File: src/hdl/iec104_pkg.sv
// Package for the IEC 104 APCI link engine: codes, constants, helper functions.
// No dependencies.
package iec104_pkg;

    localparam int SEQ_W  = 15;
    localparam int TIME_W = 32;
    localparam int TCFG_W = 18;
    localparam int MAX_PAYLOAD = 249;

    localparam logic [2:0] REQ_RX    = 3'd0;
    localparam logic [2:0] REQ_SEND_I = 3'd1;
    localparam logic [2:0] REQ_SEND_S = 3'd2;
    localparam logic [2:0] REQ_SEND_U = 3'd3;
    localparam logic [2:0] REQ_TIMER = 3'd4;
    localparam logic [2:0] REQ_RESET = 3'd5;

    localparam logic [1:0] ST_OK     = 2'd0;
    localparam logic [1:0] ST_MALF   = 2'd1;
    localparam logic [1:0] ST_ORDER  = 2'd2;
    localparam logic [1:0] ST_WINDOW = 2'd3;

    localparam logic [1:0] FT_I = 2'd0;
    localparam logic [1:0] FT_S = 2'd1;
    localparam logic [1:0] FT_U = 2'd2;

    localparam logic [2:0] CFG_K  = 3'd0;
    localparam logic [2:0] CFG_W  = 3'd1;
    localparam logic [2:0] CFG_T1 = 3'd2;
    localparam logic [2:0] CFG_T2 = 3'd3;
    localparam logic [2:0] CFG_T3 = 3'd4;

    localparam logic [7:0] START_OCTET = 8'h68;
    localparam logic [TCFG_W-1:0] TIME_LIMIT = 18'd255000;

    typedef struct packed {
        logic [2:0]  req_type;
        logic [31:0] now_ms;
        logic [7:0]  rx_start;
        logic [7:0]  rx_length;
        logic [31:0] rx_control;
        logic [7:0]  tx_asdu_length;
        logic [7:0]  tx_function;
    } t_req;

    typedef struct packed {
        logic [1:0]  status;
        logic [1:0]  frame_type;
        logic [14:0] peer_send_seq;
        logic [14:0] peer_recv_seq;
        logic [7:0]  peer_function;
        logic [47:0] apci_out;
        logic [8:0]  frame_total;
        logic        window_open;
        logic        ack_due;
        logic        test_due;
        logic        confirm_overdue;
        logic [14:0] outstanding_count;
    } t_res;

    // effective (clamped) configuration
    typedef struct packed {
        logic [SEQ_W-1:0]  k;
        logic [SEQ_W-1:0]  w;
        logic [TCFG_W-1:0] t1;
        logic [TCFG_W-1:0] t2;
        logic [TCFG_W-1:0] t3;
    } t_cfg;

    function automatic logic known_function(input logic [7:0] f);
        return f == 8'h07 || f == 8'h0B || f == 8'h13 || f == 8'h23 ||
               f == 8'h43 || f == 8'h83;
    endfunction

    function automatic logic is_confirm(input logic [7:0] f);
        return f == 8'h0B || f == 8'h23 || f == 8'h83;
    endfunction

    function automatic logic [SEQ_W-1:0] read_seq(input logic [7:0] lo, input logic [7:0] hi);
        return {hi, lo[7:1]};
    endfunction

    function automatic logic [15:0] seq_octets(input logic [SEQ_W-1:0] v);
        return {v[14:7], v[6:0], 1'b0};
    endfunction

endpackage

File: src/hdl/iec104_stream_if.sv
// Valid/ready channel carrying one payload of a given type.
// No dependencies; iec104_pkg types are passed in through the type parameter.
interface iec104_stream_if #(parameter type t_payload = logic);
    logic     valid;
    logic     ready;
    t_payload data;
    modport source (output valid, output data, input ready);
    modport sink   (input valid, input data, output ready);
endinterface

File: src/hdl/iec104_cfg.sv
// Configuration registers and their clamped effective values.
// Depends on iec104_pkg.
module iec104_cfg (
    input  logic                       i_clk,
    input  logic                       i_rst_n,
    input  logic                       i_cfg_we,
    input  logic [2:0]                 i_cfg_index,
    input  logic [17:0]                i_cfg_data,
    output iec104_pkg::t_cfg           o_cfg
);
    logic [14:0] r_k, r_w;
    logic [17:0] r_t1, r_t2, r_t3;
    logic [14:0] k_eff;
    logic [17:0] t1_eff;

    always_ff @(posedge i_clk) begin
        if (!i_rst_n) begin
            r_k  <= 15'd12;
            r_w  <= 15'd8;
            r_t1 <= 18'd15000;
            r_t2 <= 18'd10000;
            r_t3 <= 18'd20000;
        end else if (i_cfg_we) begin
            case (i_cfg_index)
                iec104_pkg::CFG_K:  r_k  <= i_cfg_data[14:0];
                iec104_pkg::CFG_W:  r_w  <= i_cfg_data[14:0];
                iec104_pkg::CFG_T1: r_t1 <= i_cfg_data;
                iec104_pkg::CFG_T2: r_t2 <= i_cfg_data;
                iec104_pkg::CFG_T3: r_t3 <= i_cfg_data;
                default: ;
            endcase
        end
    end

    always_comb begin
        k_eff  = (r_k == '0) ? 15'd1 : r_k;
        t1_eff = (r_t1 == '0) ? 18'd1 :
                 (r_t1 > iec104_pkg::TIME_LIMIT) ? iec104_pkg::TIME_LIMIT : r_t1;
        o_cfg.k  = k_eff;
        o_cfg.w  = (r_w == '0) ? 15'd1 : (r_w > k_eff) ? k_eff : r_w;
        o_cfg.t1 = t1_eff;
        o_cfg.t2 = (r_t2 == '0) ? 18'd1 : (r_t2 > t1_eff) ? t1_eff : r_t2;
        o_cfg.t3 = (r_t3 == '0) ? 18'd1 :
                   (r_t3 > iec104_pkg::TIME_LIMIT) ? iec104_pkg::TIME_LIMIT : r_t3;
    end
endmodule

File: src/hdl/iec104_core.sv
// Link state and single-pass request processing with registered input and result.
// Depends on iec104_pkg.
module iec104_core (
    input  logic              i_clk,
    input  logic              i_rst_n,
    input  iec104_pkg::t_cfg  i_cfg,
    input  logic              i_in_valid,
    output logic              o_in_ready,
    input  iec104_pkg::t_req  i_in_data,
    output logic              o_out_valid,
    input  logic              i_out_ready,
    output iec104_pkg::t_res  o_out_data
);
    logic             r_req_v;
    iec104_pkg::t_req r_req;
    logic             r_res_v;
    iec104_pkg::t_res r_res;

    logic [14:0] r_nss, r_ers, r_pas, r_urc;
    logic [31:0] r_lt_t, r_fu_t, r_sp_t, r_cp_t;
    logic        r_lt_a, r_fu_a, r_sp_a, r_cp_a;

    logic [14:0] n_nss, n_ers, n_pas, n_urc;
    logic [31:0] n_lt_t, n_fu_t, n_sp_t, n_cp_t;
    logic        n_lt_a, n_fu_a, n_sp_a, n_cp_a;
    iec104_pkg::t_res n_res;

    logic stage_go, res_free;

    assign res_free    = !r_res_v || i_out_ready;
    assign stage_go    = r_req_v && res_free;
    assign o_in_ready  = !r_req_v || res_free;
    assign o_out_valid = r_res_v;
    assign o_out_data  = r_res;

    always_comb begin
        logic [7:0]  c0, c1, c2, c3, rlen;
        logic [14:0] pss, prs, adv, pend, outs;
        logic [31:0] now;
        logic        ack_ok;
        c0 = r_req.rx_control[7:0];
        c1 = r_req.rx_control[15:8];
        c2 = r_req.rx_control[23:16];
        c3 = r_req.rx_control[31:24];
        rlen = r_req.rx_length;
        now  = r_req.now_ms;
        pss  = iec104_pkg::read_seq(c0, c1);
        prs  = iec104_pkg::read_seq(c2, c3);
        pend = r_nss - r_pas;
        adv  = prs - r_pas;
        ack_ok = adv <= pend;

        n_nss = r_nss; n_ers = r_ers; n_pas = r_pas; n_urc = r_urc;
        n_lt_t = r_lt_t; n_fu_t = r_fu_t; n_sp_t = r_sp_t; n_cp_t = r_cp_t;
        n_lt_a = r_lt_a; n_fu_a = r_fu_a; n_sp_a = r_sp_a; n_cp_a = r_cp_a;
        n_res = '0;

        case (r_req.req_type)
            iec104_pkg::REQ_RX: begin
                if (r_req.rx_start != iec104_pkg::START_OCTET || rlen < 8'd4 ||
                    rlen > 8'(iec104_pkg::MAX_PAYLOAD + 4)) begin
                    n_res.status = iec104_pkg::ST_MALF;
                end else begin
                    n_res.frame_total = {1'b0, rlen} + 9'd2;
                    n_lt_a = 1'b1;
                    n_lt_t = now;
                    if (!c0[0]) begin
                        n_res.frame_type    = iec104_pkg::FT_I;
                        n_res.peer_send_seq = pss;
                        n_res.peer_recv_seq = prs;
                        if (pss != r_ers || !ack_ok) begin
                            n_res.status = iec104_pkg::ST_ORDER;
                        end else begin
                            n_pas = prs;
                            if (prs == r_nss) begin
                                n_sp_a = 1'b0; n_sp_t = '0;
                            end else if (adv != '0) begin
                                n_sp_a = 1'b1; n_sp_t = now;
                            end
                            n_ers = r_ers + 15'd1;
                            if (r_urc == '0) begin
                                n_fu_a = 1'b1; n_fu_t = now;
                            end
                            if (r_urc != 15'h7FFF) n_urc = r_urc + 15'd1;
                        end
                    end else if (c0[1:0] == 2'b01) begin
                        if (rlen != 8'd4) begin
                            n_res.status = iec104_pkg::ST_MALF;
                        end else begin
                            n_res.frame_type    = iec104_pkg::FT_S;
                            n_res.peer_recv_seq = prs;
                            if (!ack_ok) begin
                                n_res.status = iec104_pkg::ST_ORDER;
                            end else begin
                                n_pas = prs;
                                if (prs == r_nss) begin
                                    n_sp_a = 1'b0; n_sp_t = '0;
                                end else if (adv != '0) begin
                                    n_sp_a = 1'b1; n_sp_t = now;
                                end
                            end
                        end
                    end else begin
                        if (rlen != 8'd4 || !iec104_pkg::known_function(c0)) begin
                            n_res.status = iec104_pkg::ST_MALF;
                        end else begin
                            n_res.frame_type    = iec104_pkg::FT_U;
                            n_res.peer_function = c0;
                            if (iec104_pkg::is_confirm(c0)) begin
                                n_cp_a = 1'b0; n_cp_t = '0;
                            end
                        end
                    end
                end
            end
            iec104_pkg::REQ_SEND_I: begin
                n_res.frame_type = iec104_pkg::FT_I;
                if (r_req.tx_asdu_length == '0 ||
                    r_req.tx_asdu_length > 8'(iec104_pkg::MAX_PAYLOAD)) begin
                    n_res.status = iec104_pkg::ST_MALF;
                end else if (pend >= i_cfg.k) begin
                    n_res.status = iec104_pkg::ST_WINDOW;
                end else begin
                    n_res.apci_out = {iec104_pkg::seq_octets(r_ers),
                                      iec104_pkg::seq_octets(r_nss),
                                      r_req.tx_asdu_length + 8'd4,
                                      iec104_pkg::START_OCTET};
                    n_res.frame_total = {1'b0, r_req.tx_asdu_length} + 9'd6;
                    n_nss = r_nss + 15'd1;
                    if (!r_sp_a) begin
                        n_sp_a = 1'b1; n_sp_t = now;
                    end
                    n_urc = '0; n_fu_a = 1'b0; n_fu_t = '0;
                    n_lt_a = 1'b1; n_lt_t = now;
                end
            end
            iec104_pkg::REQ_SEND_S: begin
                n_res.frame_type = iec104_pkg::FT_S;
                n_res.apci_out = {iec104_pkg::seq_octets(r_ers), 16'h0001, 8'd4,
                                  iec104_pkg::START_OCTET};
                n_res.frame_total = 9'd6;
                n_urc = '0; n_fu_a = 1'b0; n_fu_t = '0;
                n_lt_a = 1'b1; n_lt_t = now;
            end
            iec104_pkg::REQ_SEND_U: begin
                n_res.frame_type = iec104_pkg::FT_U;
                if (!iec104_pkg::known_function(r_req.tx_function)) begin
                    n_res.status = iec104_pkg::ST_MALF;
                end else begin
                    n_res.apci_out = {16'h0000, 8'h00, r_req.tx_function, 8'd4,
                                      iec104_pkg::START_OCTET};
                    n_res.frame_total = 9'd6;
                    if (!iec104_pkg::is_confirm(r_req.tx_function) && !r_cp_a) begin
                        n_cp_a = 1'b1; n_cp_t = now;
                    end
                    n_lt_a = 1'b1; n_lt_t = now;
                end
            end
            iec104_pkg::REQ_RESET: begin
                n_nss = '0; n_ers = '0; n_pas = '0; n_urc = '0;
                n_lt_a = 1'b1; n_lt_t = now;
                n_fu_a = 1'b0; n_sp_a = 1'b0; n_cp_a = 1'b0;
                n_fu_t = '0; n_sp_t = '0; n_cp_t = '0;
            end
            default: ;
        endcase

        // flags are evaluated on the updated state
        outs = n_nss - n_pas;
        n_res.outstanding_count = outs;
        n_res.window_open = outs < i_cfg.k;
        n_res.ack_due = (n_urc != '0) && ((n_urc >= i_cfg.w) ||
                        (n_fu_a && (now - n_fu_t) >= {14'd0, i_cfg.t2}));
        n_res.test_due = n_lt_a && !n_cp_a && (now - n_lt_t) >= {14'd0, i_cfg.t3};
        n_res.confirm_overdue = (n_sp_a && (now - n_sp_t) >= {14'd0, i_cfg.t1}) ||
                                (n_cp_a && (now - n_cp_t) >= {14'd0, i_cfg.t1});
    end

    always_ff @(posedge i_clk) begin
        if (!i_rst_n) begin
            r_req_v <= 1'b0;
            r_res_v <= 1'b0;
            r_nss <= '0; r_ers <= '0; r_pas <= '0; r_urc <= '0;
            r_lt_t <= '0; r_fu_t <= '0; r_sp_t <= '0; r_cp_t <= '0;
            r_lt_a <= 1'b0; r_fu_a <= 1'b0; r_sp_a <= 1'b0; r_cp_a <= 1'b0;
        end else begin
            if (o_in_ready) begin
                r_req_v <= i_in_valid;
                r_req   <= i_in_data;
            end
            if (stage_go) begin
                r_res_v <= 1'b1;
                r_res   <= n_res;
                r_nss <= n_nss; r_ers <= n_ers; r_pas <= n_pas; r_urc <= n_urc;
                r_lt_t <= n_lt_t; r_fu_t <= n_fu_t; r_sp_t <= n_sp_t; r_cp_t <= n_cp_t;
                r_lt_a <= n_lt_a; r_fu_a <= n_fu_a; r_sp_a <= n_sp_a; r_cp_a <= n_cp_a;
            end else if (i_out_ready) begin
                r_res_v <= 1'b0;
            end
        end
    end
endmodule

File: src/hdl/iec104_apci_link_engine.sv
// Top level of the IEC 104 APCI link engine.
// Depends on iec104_pkg, iec104_stream_if, iec104_cfg and iec104_core.
//
// Usage:
//   Requests enter on the input channel (valid/ready, payload t_req); one
//   result per request leaves on the output channel (payload t_res).
//   The result passes through the input register, then the single-pass
//   update into the result register.
//   Throughput is one request per cycle while the receiver does not stall;
//   the link state registers are written together with the result register.
//   If the receiver stalls, the result register holds and the input register
//   fills; ready drops only when both hold an item.
//   Configuration is written through i_cfg_we / i_cfg_index / i_cfg_data while
//   no request is in flight; values are clamped where used.
//   Reset (synchronous, i_rst_n low) clears link state, timers and both
//   registers, and loads the default k, w, t1, t2 and t3.
module iec104_apci_link_engine (
    input  logic        i_clk,
    input  logic        i_rst_n,
    input  logic        i_cfg_we,
    input  logic [2:0]  i_cfg_index,
    input  logic [17:0] i_cfg_data,
    iec104_stream_if.sink   i_req,
    iec104_stream_if.source o_res
);
    iec104_pkg::t_cfg cfg;

    iec104_cfg u_cfg (
        .i_clk       (i_clk),
        .i_rst_n     (i_rst_n),
        .i_cfg_we    (i_cfg_we),
        .i_cfg_index (i_cfg_index),
        .i_cfg_data  (i_cfg_data),
        .o_cfg       (cfg)
    );

    iec104_core u_core (
        .i_clk       (i_clk),
        .i_rst_n     (i_rst_n),
        .i_cfg       (cfg),
        .i_in_valid  (i_req.valid),
        .o_in_ready  (i_req.ready),
        .i_in_data   (i_req.data),
        .o_out_valid (o_res.valid),
        .i_out_ready (o_res.ready),
        .o_out_data  (o_res.data)
    );
endmodule

File: src/flat_wrapper.sv
// flat-port wrapper written by rule: the top's interface ports become plain ports
module iec104_apci_link_engine_flat 
  (i_clk, i_rst_n, i_cfg_we, i_cfg_index, i_cfg_data, i_req_valid, i_req_data, i_req_ready, o_res_valid, o_res_data, o_res_ready);
  iec104_stream_if #(.t_payload(iec104_pkg::t_req)) i_req_i ();
  iec104_stream_if #(.t_payload(iec104_pkg::t_res)) o_res_i ();
  input  logic i_clk;
  input  logic i_rst_n;
  input  logic i_cfg_we;
  input  logic [2:0] i_cfg_index;
  input  logic [17:0] i_cfg_data;
  input wire logic [$bits(i_req_i.valid)-1:0] i_req_valid;
  input wire logic [$bits(i_req_i.data)-1:0] i_req_data;
  output wire logic [$bits(i_req_i.ready)-1:0] i_req_ready;
  output wire logic [$bits(o_res_i.valid)-1:0] o_res_valid;
  output wire logic [$bits(o_res_i.data)-1:0] o_res_data;
  input wire logic [$bits(o_res_i.ready)-1:0] o_res_ready;
  assign i_req_i.valid = i_req_valid;
  assign i_req_i.data = i_req_data;
  assign i_req_ready = i_req_i.ready;
  assign o_res_valid = o_res_i.valid;
  assign o_res_data = o_res_i.data;
  assign o_res_i.ready = o_res_ready;
  iec104_apci_link_engine u_core (.i_clk(i_clk), .i_rst_n(i_rst_n), .i_cfg_we(i_cfg_we), .i_cfg_index(i_cfg_index), .i_cfg_data(i_cfg_data), .i_req(i_req_i), .o_res(o_res_i));
endmodule
File: config.mk
export PLATFORM = sky130hd
export DESIGN_NAME = iec104_apci_link_engine_flat
export DESIGN_NICKNAME = d
export VERILOG_FILES = /design/src/hdl/iec104_pkg.sv /design/src/hdl/iec104_stream_if.sv /design/src/hdl/iec104_cfg.sv /design/src/hdl/iec104_core.sv /design/src/hdl/iec104_apci_link_engine.sv /design/src/flat_wrapper.sv
export SDC_FILE = /design/constraint.sdc
export NUM_CORES = 2
export LEC_CHECK = 0
export BUFFER_PORTS_ARGS = -buffer_cell sky130_fd_sc_hd__buf_4
export CORE_MARGIN = 8
export CORE_UTILIZATION = 45
export DETAILED_ROUTE_END_ITERATION = 16
export MAX_ROUTING_LAYER = met4
export PLACE_DENSITY = 0.68
export SLEW_MARGIN = 25
export SYNTH_ARGS = -nofsm -noshare
export SYNTH_HDL_FRONTEND = slang
export SYNTH_SLANG_ARGS = --single-unit
File: constraint.sdc
create_clock -name i_clk -period 24.8 [get_ports i_clk]
set_input_delay 1.24 -clock i_clk [delete_from_list [all_inputs] [get_ports i_clk]]
set_output_delay 1.24 -clock i_clk [all_outputs]
set_load 0.01 [all_outputs]
==> out/qor_table.md <==
| Stage | Result | Value |
| --- | --- | --- |
| detailed routing | Initial drt markers | 1,965 |
| sta | Smallest hold slack | 466.5 ps |
| global route | Routing layer with the top usage in global route | met2 |
| run | Number of max-capacitance violations reported | 0 |
| global route | Antenna violations before repair | 0 |
| placement | Buffers added on ports | 237 |
| synthesis | Mapped cell area | 32,990 um2 |
| synthesis | Synth top area cells | edfxtp_1 19%, dfxtp_1 17%, ha_1 13%, a21oi_1 4.6%, nand2_1 4.5% |
| clock tree | Post-cts resize count | 0 |
| synthesis | Post-synth top area cell | edfxtp_1 |
| detailed routing | Post-route antenna net violation count | 0 |
| sta | Final count of negative-setup-slack endpoints | 0 |
| sta | Number of hold violations in the final report | 0 |
| detailed routing | Detailed-route DRC error count | 0 |
| global route | Grt met3 use | 2.634% |
| global route | Wire length of the first global-routing pass | 154,200 um |
| clock tree | Clk Tree Root Cell | clkbuf_16 |
| die | Placeable core region | 72,710 um2 |
| synthesis | Synth async-reset ratio | 0% |
| synthesis | Ys flop type | dfxtp_1 |
| die | Vert. Die Dim | 286.7 um |
| sta | Worst clock skew | 60.34 ps |
| die | Width of the chip | 286.7 um |
| outcome | Outcome | complete, no violations |
| clock tree | Number of setup buffers added after CTS | 0 |
| synthesis | Post-synthesis cell count | 3,759 |
| detailed routing | Drt via density | 5.876 |
| finish | Utilization of the core after routing | 51.65% |
| sta | Unrepaired setup endpoints after global routing | no |
| synthesis | Yosys cell types | 87 |
| power and ir drop | Pwr Density | 62.01 nW/um2 |
| min path | Path class of the lowest-slack min-delay path | flip-flop to flip-flop |
| placement | Post-Place Worst Slack | 13,200 ps |
| clock tree | Number of buffers inserted by hold repair at cts | 0 |
| sta | Final sum of negative setup slack | 0 ps |
| die | Row cnt | 99 |
| critical path | Worst EP arrival | 12,080 ps |
| critical path | Critical path class | flip-flop to flip-flop |
| die | Boundary pin count | 245 |
| critical path | Critical path required time | 25,100 ps |
| clock tree | CTS H-tree lvls | 2 |
| critical path | Setup crit end kind | flip-flop |
| clock tree | Longest Clk Path Bufs | 3 |
| detailed routing | Aggregate routed wire length | 98,830 um |
| sta | Worst relative slew slack | 31.23% |
| finish | Nets@finish | 4,380 |
| global route | Number of global-route vias before repair | 27,451 |
| clock tree | Clock slew at the register clock pins of the worst setup and hold paths | 70 ps |
| power and ir drop | Standby leakage power | 14.85 nW |
| global route | Met2 track demand over resource in global routing | 40.72% |
| sta | F_max | 84.93 MHz |
| synthesis | Register area share after synthesis | 35.81% |
| synthesis | Number of warning messages in the yosys log | 0 |
| power and ir drop | Maximum ir drop on the vdd rail | 0.06560 mV |
| finish | Area growth from synthesis to layout | 13.85% |
| finish | Diode count | 0 |
| sta | Slew at the pin closest to its max-slew limit | 1022 ps |
| finish | Share of layout cells above drive strength 1 | 10.50% |
| global route | Met1 GRT Util | 29.17% |
| sta | Minimum setup slack in the final design | 13,030 ps |
| placement | Gpl congestion | 0.9445 |
| synthesis | Count of flip-flops with a built-in enable after synthesis | 208 |
| critical path | Worst Setup Start Kind | flip-flop |
| global route | Overall overflow remaining after global route | 0 |
| placement | Post-detailed-placement half-perimeter wirelength | 73,430 um |
| sta | Slew Viols, Final | 0 |
| critical path | Worst-path maximum fanout | 32 |
| die | Initial Utilization | 45.37% |
| synthesis | Average cell area after synthesis | 8.775 um2 |
| global route | Largest net degree at the start of global routing | 106 |
| sta | Shortest period the worst path allows | 11,770 ps |
| synthesis | Synth top area share | 18.93% |
| critical path | Maximum single-stage delay on the critical path | 690 ps |
| die | Die area | 82,220 um2 |
| detailed routing | Vias after detailed routing | 28,918 |
| synthesis | Flip-flop and latch count after synthesis | 486 |
| clock tree | Total clock buffers created by CTS | 56 |
| clock tree | Later-pin clock latency in the skew report | 680 ps |
| clock tree | TritonCTS clock tree | yes |
| detailed routing | Wire length per cell after detailed routing | 20.08 um |
| critical path | Critical-path cell with the highest stage delay | nor4b_1 |
| global route | Total GRT Usage | 23.86% |
| clock tree | Number of clock sinks | 486 |
| sta | Fin crit share | 47.48% |
| detailed routing | First-pass iteration count of the detailed router | 6 |
[final timing paths]
kind / start / end / slack [ps] / cells past startpoint
max: u_core.u_core.r_nss[0]$_SDFFE_PN0P_ / u_core.u_core.o_out_data[17]$_DFFE_PP_ / 13030 / 44
min: u_core.u_core.r_lt_a$_SDFFE_PN0P_ / u_core.u_core.r_lt_a$_SDFFE_PN0P_ / 470 / 2
max reg2reg: u_core.u_core.r_nss[0]$_SDFFE_PN0P_ / u_core.u_core.o_out_data[17]$_DFFE_PP_ / 13030 / 44
min reg2reg: u_core.u_core.r_lt_a$_SDFFE_PN0P_ / u_core.u_core.r_lt_a$_SDFFE_PN0P_ / 470 / 2
[cells by family after synthesis]
family / count (synthesis) / share of synthesized area [%]
simple gates: 1210 / 17.38
compound gates: 1137 / 22.74
flops: 486 / 35.81
fa+ha+maj: 342 / 13.12
buf+inv: 336 / 4.040
xor+xnor: 174 / 4.620
mux: 73 / 2.287
other cells: 1 / 0.01137
[cells in the final DEF (no fill, tap or decap), drive strengths merged, types with 25 or more instances in the layout]
cell type and count:
o211ai 28, nand2 396, nor2 323, buf 268
nor3 62, dfxtp 278, ha 333, a21o 99
nor2b 38, nand2b 48, a21oi 303, o21bai 25
nand3 73, mux2i 54, nor4 41, a22oi 133
and2 78, xor2 81, nand4 41, inv 165
a211oi 128, and3 38, o21ai 196, clkbuf 68
o21a 43, xnor2 93, edfxtp 208
[through the flow]
stage                     area, um2  instances  total power, mW
after floorplan               33010       3764            1.312
after global placement        35580       4816            1.458
after detailed placement      35600       4816            1.465
after CTS                     37540       4921            2.341
after global routing          37560       4921            2.449
final                         37560       4921            2.329
[sequential cells by signal, summed over array words and instances, names as in the netlist]
| name | count |
|---|---|
| u_core.u_core.o_out_data | 110 |
| u_core.u_core.r_req | 98 |
| u_core.u_core.r_cp_t | 32 |
| u_core.u_core.r_fu_t | 32 |
| u_core.u_core.r_lt_t | 32 |
| u_core.u_core.r_sp_t | 32 |
| u_core.u_cfg.r_t1 | 18 |
| u_core.u_cfg.r_t2 | 18 |
| u_core.u_cfg.r_t3 | 18 |
| u_core.u_cfg.r_k | 15 |
| u_core.u_cfg.r_w | 15 |
| u_core.u_core.r_ers | 15 |
| u_core.u_core.r_nss | 15 |
| u_core.u_core.r_pas | 15 |
| u_core.u_core.r_urc | 15 |
| u_core.u_core.o_out_valid | 1 |
| u_core.u_core.r_cp_a | 1 |
| u_core.u_core.r_fu_a | 1 |
| u_core.u_core.r_lt_a | 1 |
| u_core.u_core.r_req_v | 1 |
| u_core.u_core.r_sp_a | 1 |
[final cells by class]
| cell class | instances | area, um2 |
|---|---|---|
| well taps | 959 | 1200 |
| fillers | 6690 | 35160 |
| clock buffers | 68 | 1466 |
| inverters | 161 | 609.3 |
| flip-flops and latches | 486 | 11810 |
| repair buffers | 268 | 2016 |
| multi-input cells | 2942 | 19970 |
| clock inverters | 37 | 480.5 |
[critical path, delay by kind of cell (launching register included)]
family	cells	cell delay (ps)
buffers and inverters	2	360
xor gates and xnor gates	2	300
AOI/OAI and AO/OA	22	5060
DFF	1	530
and+or+nand+nor	13	3520
adders and majority gates	5	1570
[metal layers]
| metal | part of all wire, % | vias up |
|---|---|---|
| met5 | 0 | - |
| met4 | 3.6 | 0 |
| met3 | 5.1 | 189 |
| met2 | 49 | 794 |
| met1 | 42 | 13753 |
| li1 | - | 14182 |
[synth_stat cells (10+ instances only)]
cell / number
nand2_1: 396
ha_1: 333
nor2_1: 323
a21oi_1: 302
dfxtp_1: 278
edfxtp_1: 208
o21ai_0: 192
inv_1: 161
clkbuf_1: 145
a22oi_1: 133
a211oi_1: 127
a21o_1: 99
xnor2_1: 93
xor2_1: 81
and2_1: 78
nand3_1: 73
nor3_1: 62
mux2i_1: 54
nand2b_1: 48
o21a_1: 43
nand4_1: 40
nor4_1: 39
and3_1: 38
nor2b_1: 38
o211ai_1: 28
o21bai_1: 25
mux2_2: 19
or3_1: 17
o22ai_1: 16
a31oi_1: 15
o2111ai_1: 15
a22o_1: 13
o31ai_1: 13
a21boi_0: 12
buf_4: 12
or4_1: 11
o31a_1: 10
[power by group]
group / leakage [nW] / switching [mW] / total (mW) / internal, mW
combinational: 9.74 / 0.318 / 0.547 / 0.229
sequential: 4.18 / 0.0374 / 0.908 / 0.871
clock: 0.933 / 0.364 / 0.874 / 0.510
Power figures use the tool's default switching activity.
